<file path="src/rtl/core/gdrc_pkg.sv">
// Types and constants of the column ray caster.
`default_nettype none
package gdrc_pkg;

  localparam int FRAC_BITS = 16;
  localparam int MAP_BITS  = 6;
  localparam int MAP_DIM   = 1 << MAP_BITS;
  localparam int ADDR_W    = 2 * MAP_BITS;
  localparam int MAX_STEPS = 128;
  localparam int STEP_W    = 8;
  localparam int TEX_BITS  = 6;
  localparam int LEN_W     = 46;
  localparam int NUM_W     = 33;
  localparam int DEN_W     = 34;
  localparam int CNT_W     = 6;
  localparam int PERP_W    = 24;

  // Divider request and response.
  typedef struct packed {
    logic             start;
    logic [NUM_W-1:0] num;
    logic [DEN_W-1:0] den;
  } div_req_t;

  typedef struct packed {
    logic             done;
    logic [NUM_W-1:0] quot;
  } div_rsp_t;

  // Configuration register indexes.
  typedef enum logic [3:0] {
    CFG_PLAYER_X      = 4'd0,
    CFG_PLAYER_Y      = 4'd1,
    CFG_DIR_X         = 4'd2,
    CFG_DIR_Y         = 4'd3,
    CFG_PLANE_X       = 4'd4,
    CFG_PLANE_Y       = 4'd5,
    CFG_SCREEN_WIDTH  = 4'd6,
    CFG_SCREEN_HEIGHT = 4'd7
  } cfg_idx_t;

  // Request kinds.
  localparam logic ACT_WRITE = 1'b0;
  localparam logic ACT_CAST  = 1'b1;

  // Sequencer states.
  typedef enum logic [4:0] {
    S_IDLE, S_CAM, S_RX, S_RY, S_RYW, S_UX, S_UY,
    S_LX0, S_LX1, S_LX2, S_LY1, S_LY2,
    S_STEP, S_READ, S_PERP, S_TEX, S_TEXW, S_LHW
  } state_t;

endpackage
`default_nettype wire

</file>
<file path="src/rtl/core/gdrc_div.sv">
// Shared restoring divider, one quotient bit per cycle.
`default_nettype none
module gdrc_div (
  input  wire                 clk,
  input  wire                 rst,
  input  gdrc_pkg::div_req_t  req,
  output gdrc_pkg::div_rsp_t  rsp
);

  logic                           run;
  logic [gdrc_pkg::CNT_W-1:0]     cnt;
  logic [gdrc_pkg::DEN_W-1:0]     rem;
  logic [gdrc_pkg::NUM_W-1:0]     dvd;
  logic [gdrc_pkg::DEN_W-1:0]     den;
  logic                           done;
  logic [gdrc_pkg::DEN_W:0]       rem_sh;
  logic                           fits;

  // Trial subtraction of one step.
  always_comb begin
    rem_sh = {rem, dvd[gdrc_pkg::NUM_W-1]};
    fits   = rem_sh >= {1'b0, den};
  end

  // Control.
  always_ff @(posedge clk) begin
    if (rst) begin
      run  <= 1'b0;
      done <= 1'b0;
      cnt  <= '0;
    end else if (req.start) begin
      run  <= 1'b1;
      done <= 1'b0;
      cnt  <= gdrc_pkg::CNT_W'(gdrc_pkg::NUM_W);
    end else if (run) begin
      cnt <= cnt - 1'b1;
      if (cnt == gdrc_pkg::CNT_W'(1)) begin
        run  <= 1'b0;
        done <= 1'b1;
      end
    end else begin
      done <= 1'b0;
    end
  end

  // Datapath: the dividend register fills with quotient bits.
  always_ff @(posedge clk) begin
    if (req.start) begin
      rem <= '0;
      dvd <= req.num;
      den <= req.den;
    end else if (run) begin
      rem <= fits ? gdrc_pkg::DEN_W'(rem_sh - {1'b0, den}) : rem_sh[gdrc_pkg::DEN_W-1:0];
      dvd <= {dvd[gdrc_pkg::NUM_W-2:0], fits};
    end
  end

  assign rsp.done = done;
  assign rsp.quot = dvd;

endmodule
`default_nettype wire

</file>
<file path="config.mk">
export PLATFORM = sky130hd
export DESIGN_NAME = gdrc_div
export DESIGN_NICKNAME = d
export VERILOG_FILES = /design/src/rtl/core/gdrc_pkg.sv /design/src/rtl/core/gdrc_div.sv
export SDC_FILE = /design/constraint.sdc
export NUM_CORES = 1
export LEC_CHECK = 0
export ABC_AREA = 1
export ABC_CLOCK_PERIOD_IN_PS = 7500
export BUFFER_PORTS_ARGS = -buffer_cell sky130_fd_sc_hd__buf_2
export CAP_MARGIN = 20
export CORE_UTILIZATION = 45
export DETAILED_ROUTE_END_ITERATION = 8
export MAX_ROUTING_LAYER = met4
export PLACE_DENSITY = 0.75
export SYNTH_ARGS = -nofsm -noshare
export SYNTH_HDL_FRONTEND = slang
export SYNTH_SLANG_ARGS = --single-unit
</file>
<file path="constraint.sdc">
create_clock -name clk -period 7.5 [get_ports clk]
set_input_delay 1.5 -clock clk [delete_from_list [all_inputs] [get_ports clk]]
set_output_delay 1.5 -clock clk [all_outputs]
set_load 0.01 [all_outputs]
</file>
==> results of run 1 <==
critical path, cell delays in order:
cell and delay (ps):
buf_2 470, nor2_1 120, clkinv_1 270, buf_4 480
logic make-up (layout without fill, tap and decap cells):
group | Yosys count | count (layout) | share of synthesized area
buffers and inverters | 198 | 299 | 0.112
xor gates and xnor gates | 19 | 19 | 0.0232
AOI/OAI and AO/OA | 58 | 58 | 0.0465
and+or+nand+nor | 591 | 591 | 0.354
adders and majority gates | 37 | 37 | 0.0657
DFF | 109 | 109 | 0.398
Yosys cell counts (all sizes together), types with 3 or more instances:
cell type	count
nor3	8
ha	36
nor2	68
xnor2	16
nand2	406
a21oi	23
dfxtp	42
nand4	5
nand3b	21
buf	13
o21ai	26
edfxtp	67
o21bai	4
nand3	78
inv	174
clkbuf	10
xor2	3
flip-flops by register name, indices dropped and copies added (netlist names):
signal / cells
den: 34
cnt: 6
dvd: 33
done: 1
rem: 34
run: 1
placed cells by master (no fill, tap or decap), types with 2 or more instances in the layout:
cell type,n
inv_1,162
xnor2_1,16
nor2_4,2
nor2_2,4
nor3_1,6
nand3b_1,21
inv_6,2
clkbuf_16,9
a21oi_1,19
nor3b_1,2
o21ai_1,18
inv_2,11
nand2_8,2
ha_1,36
buf_4,5
a31oi_1,2
nand2_2,4
dfxtp_1,42
xor2_1,3
nand2_1,399
nand4_1,5
a211oi_1,2
edfxtp_1,67
a21oi_2,3
clkinv_1,2
nor3_2,2
clkbuf_1,3
o21bai_1,4
buf_2,103
nor2_1,62
nand3_1,77
clkinvlp_4,2
o21ai_0,8
through the flow:
| stage | power, mW | cells | cell area (µm²) |
|---|---|---|---|
| floorplan | 0.831 | 1012 | 7160 |
| global placement | 0.904 | 1308 | 7830 |
| detailed placement | 0.907 | 1308 | 7830 |
| CTS | 1.36 | 1324 | 8100 |
| global route | 1.42 | 1324 | 8100 |
| finish | 1.35 | 1324 | 8100 |
power breakdown:
group	switching, mW	total [mW]	leakage, nW	internal [mW]
sequential	0.0194	0.700	1.01	0.680
clock	0.230	0.459	0.124	0.229
combinational	0.123	0.195	3.15	0.0714
total	0.373	1.35	4.28	0.980
per-layer routing:
metal / routed length (µm) / up-vias
li1: - / 3347
met1: 8370 / 2930
met2: 7820 / 226
met3: 1130 / 22
met4: 255 / 0
met5: 0 / -
worst paths after layout:
path	depth (start not counted)	end	slack, ps
worst min-delay path	2	rem[28]	470
worst min register to register	2	rem[28]	470
worst max-delay path	4	dvd[31]	4620
worst max register to register	16	rem[24]	4900
final cells by class:
class	count	area (µm²)
clock buffers	12	236
clock inverters	4	32.5
fillers	1482	7270
inverters	175	657
multi-input cells	705	3510
flip-flops and latches	109	2850
well taps	211	264
repair buffers	108	553
==> metrics, run 1 <==
die height 128 µm; ys flop type edfxtp_1; WL/cell approximately 13 µm; Worst Hold Launch rem[28]; skew final around 12 ps; met2 usage 0.381; CP max FO 37; final slew viol count 0; drt pass-1 iters 7; CTS root buf clkbuf_16; dominant cells by area after synthesis edfxtp_1 28%, nand2_1 21%, dfxtp_1 12%; final core utilization 0.527; Clk Latency, worst-skew pair roughly 360 ps; Final Net Count roughly 1200; Buffers on Ports a little over 100; Seq/Total Area, Yosys 0.398; Routed Wire Length approximately 18000 µm; Area growth syn-to-layout 13.1%; DIE WIDTH ~130 µm; dpl hpwl roughly 13000 µm; GP Congestion slightly above 0.9; synthesized area between 0.007 and 0.008 mm²; Final Critical Period approximately 2900 ps; GR Util met3 0.0463; H-tree Lvls 3; outcome completed; routing usage on met1 0.317; worst rel slew slack 0.493; clock-pin transition on the worst setup and hold timing paths 70 ps; Post-synth EDFFs 67; core area around 0.015 mm²; CTS resizes 0; effective utilization at floorplan 0.466; vias per inst approximately 5; crit path capture type flip-flop; Total GRT Usage 0.241; 1st-iter DRT viols 462; Syn Nets between 1000 and 1500; via count ~6500; # hold bufs at CTS 0; global-route wire length before repair between 30000 and 40000 µm; RSZ-0062 raised after global routing false; Antenna diodes 0; num rows 45; Num CTS Buffers 9; worst setup path startpoint req[67]; distinct cell type count after synthesis 40; WHS 473 ps; global route hottest layer met2; CTS sink count 109; Pleak between 4 and 5 nW; FMAX 0.347 GHz; max_cap viols 0; setup ws final 4620 ps; Mapped Cells 1012; largest net degree at the start of global routing 46; CP required about 7500 ps; Synth top area share 0.281; vias in the first global route ~6300; Final Hold Vio Count 0; Pwr Density 167 mW/mm²; setup repair bufs after CTS 0; antenna violations before repair 0; Setup violations, final 0; critical path startpoint category input pin; DRC violations left 0; dpl ws between 4000 and 5000 ps; Post-synth ARST share 0; IO Pins 104; share of cells above drive strength 1 0.138; maximum vdd drop between 0.15 and 0.2 mV; Total Neg Setup Slack 0 ps; clk buf depth 2; worst min path class flip-flop to flip-flop; total gr overflow 0; crit path DAT 2890 ps; dominant cell type by area after synthesis edfxtp_1; Yosys warnings 0; Slew @ Worst Pin 759 ps; Worst Setup Path Type input pin to flip-flop; Yosys reg bits 109; Syn Area/Cell 7.08 µm²; CTS tree yes; reg2reg start dvd[32]; die area 0.0164 mm²; crit share post-route 0.384; antenna viol nets, final 0
No activity file was read; power rests on OpenSTA's default activity.
==> inputs of run 2 (changes only) <==
--- a/config.mk
+++ b/config.mk
@@ -6,13 +6,13 @@
 export NUM_CORES = 1
 export LEC_CHECK = 0
 export ABC_AREA = 1
-export ABC_CLOCK_PERIOD_IN_PS = 7500
+export ABC_CLOCK_PERIOD_IN_PS = 2400
 export BUFFER_PORTS_ARGS = -buffer_cell sky130_fd_sc_hd__buf_2
 export CAP_MARGIN = 20
 export CORE_UTILIZATION = 45
 export DETAILED_ROUTE_END_ITERATION = 8
 export MAX_ROUTING_LAYER = met4
-export PLACE_DENSITY = 0.75
+export PLACE_DENSITY = 0.78
 export SYNTH_ARGS = -nofsm -noshare
 export SYNTH_HDL_FRONTEND = slang
 export SYNTH_SLANG_ARGS = --single-unit
==> constraint.sdc (replaced) <==
create_clock -name clk -period 2.4 [get_ports clk]
set_input_delay 0.48 -clock clk [delete_from_list [all_inputs] [get_ports clk]]
set_output_delay 0.48 -clock clk [all_outputs]
set_load 0.01 [all_outputs]
==> run 2 against run 1 <==
Net effect: flip-flop and latch count is the same; largest cell class unchanged; clock skew grew 1.8 ps; sequential power grew to 3.1 times the previous value; count of clock-buffer cells in the layout shrank 3; worst setup slack lost 4500 ps; cell area grew 4.0%; cell count grew 2.0%; power grew to 3.3 times the previous value; sequential share of layout area shrank 1.4 points; worst hold slack lost 190 ps.
==> metrics, run 2 (synthesis gave the netlist of run 1 again) <==
outcome completed; final core utilization 0.548 (+0.0212); Pwr Density 523 mW/mm² (+210%); IO Pins 104 (unchanged); Tot Pwr 4.41 mW (+230%); dpl hpwl 14000 µm (+7.3%); clk buf depth 2 (unchanged); crit path DAT 2580 ps (-310 ps); Antenna diodes 0 (unchanged); Final Critical Period approximately 2300 ps; endpoint of the worst hold path den[7]; effective utilization at floorplan 0.466 (unchanged); Worst Setup Path Type flip-flop to flip-flop; most common cell after layout, fill and taps aside nand2_1; DRC violations left 0 (unchanged); skew final 13.8 ps (+1.77 ps); reg2reg start den[19]; vias per inst 4.93 (about the same); dpl ws -15.5 ps (-4200 ps); # hold bufs at CTS 0 (unchanged); max_cap viols 0 (unchanged); FF-to-FF setup slack 90 ps (-4810 ps); Buffers on Ports 103 (unchanged); Hold Crit Depth 1 (-1); slowest stage delay, CP 360 ps (-120 ps); Total GRT Usage 0.243 (+0.00207); most frequent cells in the layout 395 x nand2_1, 162 x inv_1, 103 x buf_2; share of cells above drive strength 1 0.166 (+0.0276); 1st-iter DRT viols 499 (+8.0%); CP max FO 16 (-57%); die area 0.0164 mm² (unchanged); largest net degree at the start of global routing 67 (+46%); vias in the first global route 6204 (-0.83%); total gr overflow 0 (unchanged); r2r endpoint rem[31]; global-route wire length before repair 30100 µm (+0.21%); DIE WIDTH 128 µm (unchanged); Num CTS Buffers 9 (unchanged); worst path bufs/invs 2 (-1); FMAX roughly 0.43 GHz; Worst path most repeated cell nand2_1; Top Registers den: 34 flops, rem: 34 flops, dvd: 33 flops; CTS tree yes; CP top delay family simple AND/OR/NAND/NOR gates; GP Congestion 0.936 (+1.9%); Clk Latency, worst-skew pair 370 ps (about the same); WHS 279 ps (-194 ps); crit share post-route 0.964; Worst Hold Launch req[7]; Post-DP Area 0.00798 mm² (+1.8%); Final Net Count 1241 (+2.1%); H-tree Lvls 3 (unchanged); antenna viol nets, final 0 (unchanged); Fillers 1479 (-0.20%); CP required 2670 ps (-4840 ps); crit path capture type flip-flop; Routed Wire Length 19100 µm (+8.8%); Pleak 4.48 nW (+4.8%); Final Hold Vio Count 0 (unchanged); Slew @ Worst Pin 592 ps (-167 ps); num rows 45 (unchanged); fin area 0.00843 mm² (+4.0%); maximum vdd drop 0.585 mV (+270%); WL/cell 14.2 µm (+6.7%); worst rel slew slack 0.605 (+0.111); critical path startpoint category flip-flop; drt pass-1 iters 6 (-1); CTS sink count 109 (unchanged); via count 6659 (+2.1%); setup ws final 87.0 ps (-4530 ps); Area growth syn-to-layout 17.7%; reg2reg path depth 13 (-3); final slew viol count 0 (unchanged); worst min path class input pin to flip-flop; die height 128 µm (unchanged); clock-pin transition on the worst setup and hold timing paths 90 ps (+20 ps); Setup violations, final 0 (unchanged); Crit-path slowest cell ha_1; CTS root buf clkbuf_16; core area 0.0154 mm² (unchanged); worst-path cell chain inv_1 -> ha_1 -> nand2_1 -> nor2_1 -> inv_1 -> nor3_2 -> nand2_2 -> nand2_4 -> nand2_8 -> nand2_4 -> nand3_1 -> nand2_1 -> nand2_1; antenna violations before repair 0 (unchanged)
[run 2: through the flow]
stage / TNS, ps / cells
4_1_cts: 0 / 1338
3_3_place_gp: 0 / 1322
3_5_place_dp: -15.5 / 1322
6_report: 0 / 1350
2_1_floorplan: 0 / 1012
5_1_grt: -45.6 / 1350
[run 2: layout make-up]
type / instances / area [µm²] / share of cell area
Sequential cell: 109 / 2850 / 0.338
Clock buffer: 9 / 225 / 0.0267
Clock inverter: 7 / 93.8 / 0.0111
Timing Repair Buffer: 131 / 763 / 0.0906
Inverter: 175 / 657 / 0.0779
Multi-Input combinational cell: 708 / 3570 / 0.424
Tap cell: 211 / 264 / 0.0313
[run 2: worst max path at each step]
stage	start	endpoint	slack [ps]	cells after the start
final	den[19]	rem[31]	90	13
after global routing	den[20]	rem[23]	-20	15
after CTS	dvd[32]	rem[28]	60	16
after detailed placement	dvd[32]	rem[28]	-20	16
after global placement	dvd[32]	rem[28]	20	16
after floorplan	dvd[32]	rem[32]	280	16
[run 2: worst register-to-register path, cell delays in order, from the launching register on]
cell and delay [ps]:
edfxtp_1 340, inv_1 40, ha_1 360, nand2_1 160
nor2_1 140, inv_1 100, nor3_2 190, nand2_2 110
nand2_4 150, nand2_8 120, nand2_4 250, nand3_1 140
nand2_1 80, nand2_1 40
[run 2: timing repair]
action	4_1_cts	5_1_grt
cloned	0	3
buffers inserted	0	9
pin swaps	0	4
hold endpoints to repair	0	0
setup endpoints to repair	4	33
gates resized for setup	2	6
[run 2: power by group]
part | switching (mW) | internal (mW) | leakage [nW]
sequential | 0.0593 | 2.12 | 1.01
clock | 0.826 | 0.753 | 0.153
combinational | 0.398 | 0.245 | 3.32
total | 1.28 | 3.12 | 4.48
[run 2: routing by layer]
layer  vias up  global-route usage  share of wire
met5         -                   -              0
met4         0              0.0657          0.016
met3        22              0.0451          0.076
met2       257               0.375           0.45
met1      2973               0.327           0.46
li1       3407                   -              -
==> inputs of run 3 (changes only) <==
--- a/config.mk
+++ b/config.mk
@@ -6,13 +6,13 @@
 export NUM_CORES = 1
 export LEC_CHECK = 0
 export ABC_AREA = 1
-export ABC_CLOCK_PERIOD_IN_PS = 2400
+export ABC_CLOCK_PERIOD_IN_PS = 2600
 export BUFFER_PORTS_ARGS = -buffer_cell sky130_fd_sc_hd__buf_2
 export CAP_MARGIN = 20
 export CORE_UTILIZATION = 45
 export DETAILED_ROUTE_END_ITERATION = 8
 export MAX_ROUTING_LAYER = met4
-export PLACE_DENSITY = 0.78
+export PLACE_DENSITY = 0.75
 export SYNTH_ARGS = -nofsm -noshare
 export SYNTH_HDL_FRONTEND = slang
 export SYNTH_SLANG_ARGS = --single-unit
==> constraint.sdc (replaced) <==
create_clock -name clk -period 2.6 [get_ports clk]
set_input_delay 0.52 -clock clk [delete_from_list [all_inputs] [get_ports clk]]
set_output_delay 0.52 -clock clk [all_outputs]
set_load 0.01 [all_outputs]
==> run 3 against run 2 <==
Net effect: sequential power shrank 7%; routed wire length shrank 5.5%; first-iteration DRC count shrank 4.8%; clock power shrank 3%; critical endpoint is now rem[13]; largest cell class unchanged; highest routed layer unchanged.
==> metrics, run 3 (synthesis gave the netlist of run 1 again) <==
outcome completed; DIE WIDTH 128 µm (unchanged); critical path startpoint category flip-flop; via count 6558 (-1.5%); Final Hold Vio Count 0 (unchanged); clock-pin transition on the worst setup and hold timing paths 80 ps (about the same); total gr overflow 0 (unchanged); crit path DAT 2670 ps (+90 ps); WHS 326 ps (+47.1 ps); die area 0.0164 mm² (unchanged); Total Neg Setup Slack 0 ps (unchanged); num rows 45 (unchanged); dpl hpwl 13500 µm (-3.9%); Pleak 4.34 nW (-3.2%); Area growth syn-to-layout 14.6%; sequential group share of total power 0.490 (-0.006); switching power of the nets 1.09 mW (-15%); CTS tree yes; Worst path most repeated cell nand2_1; CP required 2890 ps (+220 ps); switching share of power 0.265 (-0.0265); largest net degree at the start of global routing 41 (-39%); Final Critical Period 2380 ps (+67.0 ps); Cell Int Power 3.03 mW (-3.0%); antenna violations before repair 0 (unchanged); Clk Latency, worst-skew pair 360 ps (about the same); power share of the combinational group 0.138 (-0.008); Total GRT Usage 0.238 (-0.00439); placed insts 1314 (-0.61%); clock share of power 0.371 (+0.013); Slew @ Worst Pin 462 ps (-130 ps); maximum vdd drop 0.301 mV (-49%); final core utilization 0.534 (-0.0142); vias per inst 4.93 (about the same); 1st-iter DRT viols 475 (-4.8%); FMAX 0.420 GHz (-2.8%); global-route wire length before repair 29700 µm (-1.4%); CTS sink count 109 (unchanged); CP max FO 33 (+17); worst rel slew slack 0.692 (+0.0872); fin cells 1330 (-1.5%); DRC violations left 0 (unchanged); skew final 8.75 ps (-5.03 ps); vias in the first global route 6201 (-0.048%); drt pass-1 iters 5 (-1); most frequent cells in the layout 398 x nand2_1, 162 x inv_1, 103 x buf_2; worst-path cell chain inv_1 -> ha_1 -> a21oi_1 -> nand2_1 -> nand2_1 -> nand2_1 -> a21oi_2 -> nand2_4 -> nand2_8 -> nand2_8 -> nand2_1 -> nand3_1 -> o21ai_1; # hold bufs at CTS 0 (unchanged); core area 0.0154 mm² (unchanged); register area 0.00285 mm² (unchanged); Fillers 1470 (-0.61%); Buffers on Ports 103 (unchanged); max_cap viols 0 (unchanged); worst min path class input pin to flip-flop; most common cell after layout, fill and taps aside nand2_1; share of cells above drive strength 1 0.147 (-0.0194); crit share post-route 0.915 (-0.0484); Crit-path slowest cell edfxtp_1; crit path capture type flip-flop; Num CTS Buffers 9 (unchanged); WL/cell 13.6 µm (-4.1%); effective utilization at floorplan 0.466 (unchanged); Antenna diodes 0 (unchanged); setup repair bufs after CTS 0 (unchanged); area of the multi-input gates 0.00351 mm² (-1.7%); Routed Wire Length 18100 µm (-5.5%); H-tree Lvls 3 (unchanged); die height 128 µm (unchanged); Final Net Count 1221 (-1.6%); antenna viol nets, final 0 (unchanged); RSZ-0062 raised after global routing false; CTS root buf clkbuf_16; Setup violations, final 0 (unchanged); slowest stage delay, CP 380 ps (+20 ps); final slew viol count 0 (unchanged); Worst Setup Path Type flip-flop to flip-flop; GP Congestion 1.01 (+8.4%); clk buf depth 2 (unchanged); Pwr Density 502 mW/mm² (-4.0%); Top Registers den: 34 flops, rem: 34 flops, dvd: 33 flops; IO Pins 104 (unchanged)
run 3: path summary, 6_finish.rpt:
kind,to,slack (ps),start,depth (start not counted)
worst max-delay path,rem[13],220,den[22],13
worst min-delay path,den[3],330,req[3],1
worst max register to register,rem[13],220,den[22],13
worst min register to register,rem[21],470,rem[21],2
run 3: power groups by stage:
stage | Combinational, mW | Clock [mW] | Sequential [mW]
2_1_floorplan | 0.326 | 0 | 2.07
3_3_place_gp | 0.561 | 0 | 2.05
3_5_place_dp | 0.568 | 0 | 2.05
4_1_cts | 0.569 | 1.55 | 2.02
5_1_grt | 0.637 | 1.62 | 2.03
6_report | 0.570 | 1.53 | 2.02
run 3: stage by stage:
stage / cell area [µm²] / power [mW] / setup WS (ps)
2_1_floorplan: 7160 / 2.40 / 54.2
3_3_place_gp: 7880 / 2.61 / 313
3_5_place_dp: 7880 / 2.62 / 239
4_1_cts: 8210 / 4.14 / 219
5_1_grt: 8210 / 4.29 / 19.7
6_report: 8210 / 4.12 / 220
run 3: per-layer routing:
metal  GRT usage  up-vias  part of all wire
met5           -        -                 0
met4      0.0969        0             0.022
met3      0.0313       27             0.075
met2       0.370      269              0.44
met1       0.315     2910              0.46
li1            -     3352                 -
run 3: repair_timing:
action                                  in CTS  in global routing
endpoints found under the hold margin        0                  0
endpoints found under the setup margin       0                  5
resized for setup                            0                  2
run 3: area by class of cell:
cell class / instances / share of cell area
repair buffers: 114 / 0.0728
inverters: 175 / 0.0800
flip-flops and latches: 109 / 0.347
clock buffers: 10 / 0.0279
well taps: 211 / 0.0322
clock inverters: 6 / 0.0119
multi-input cells: 705 / 0.428
run 3: critical path, delay by kind of cell (launching register included):
family,cells,cell delay [ps]
AOI/OAI and AO/OA,3,590
adders and majority gates,1,280
buffers and inverters,1,70
DFF,1,380
and+or+nand+nor,8,980
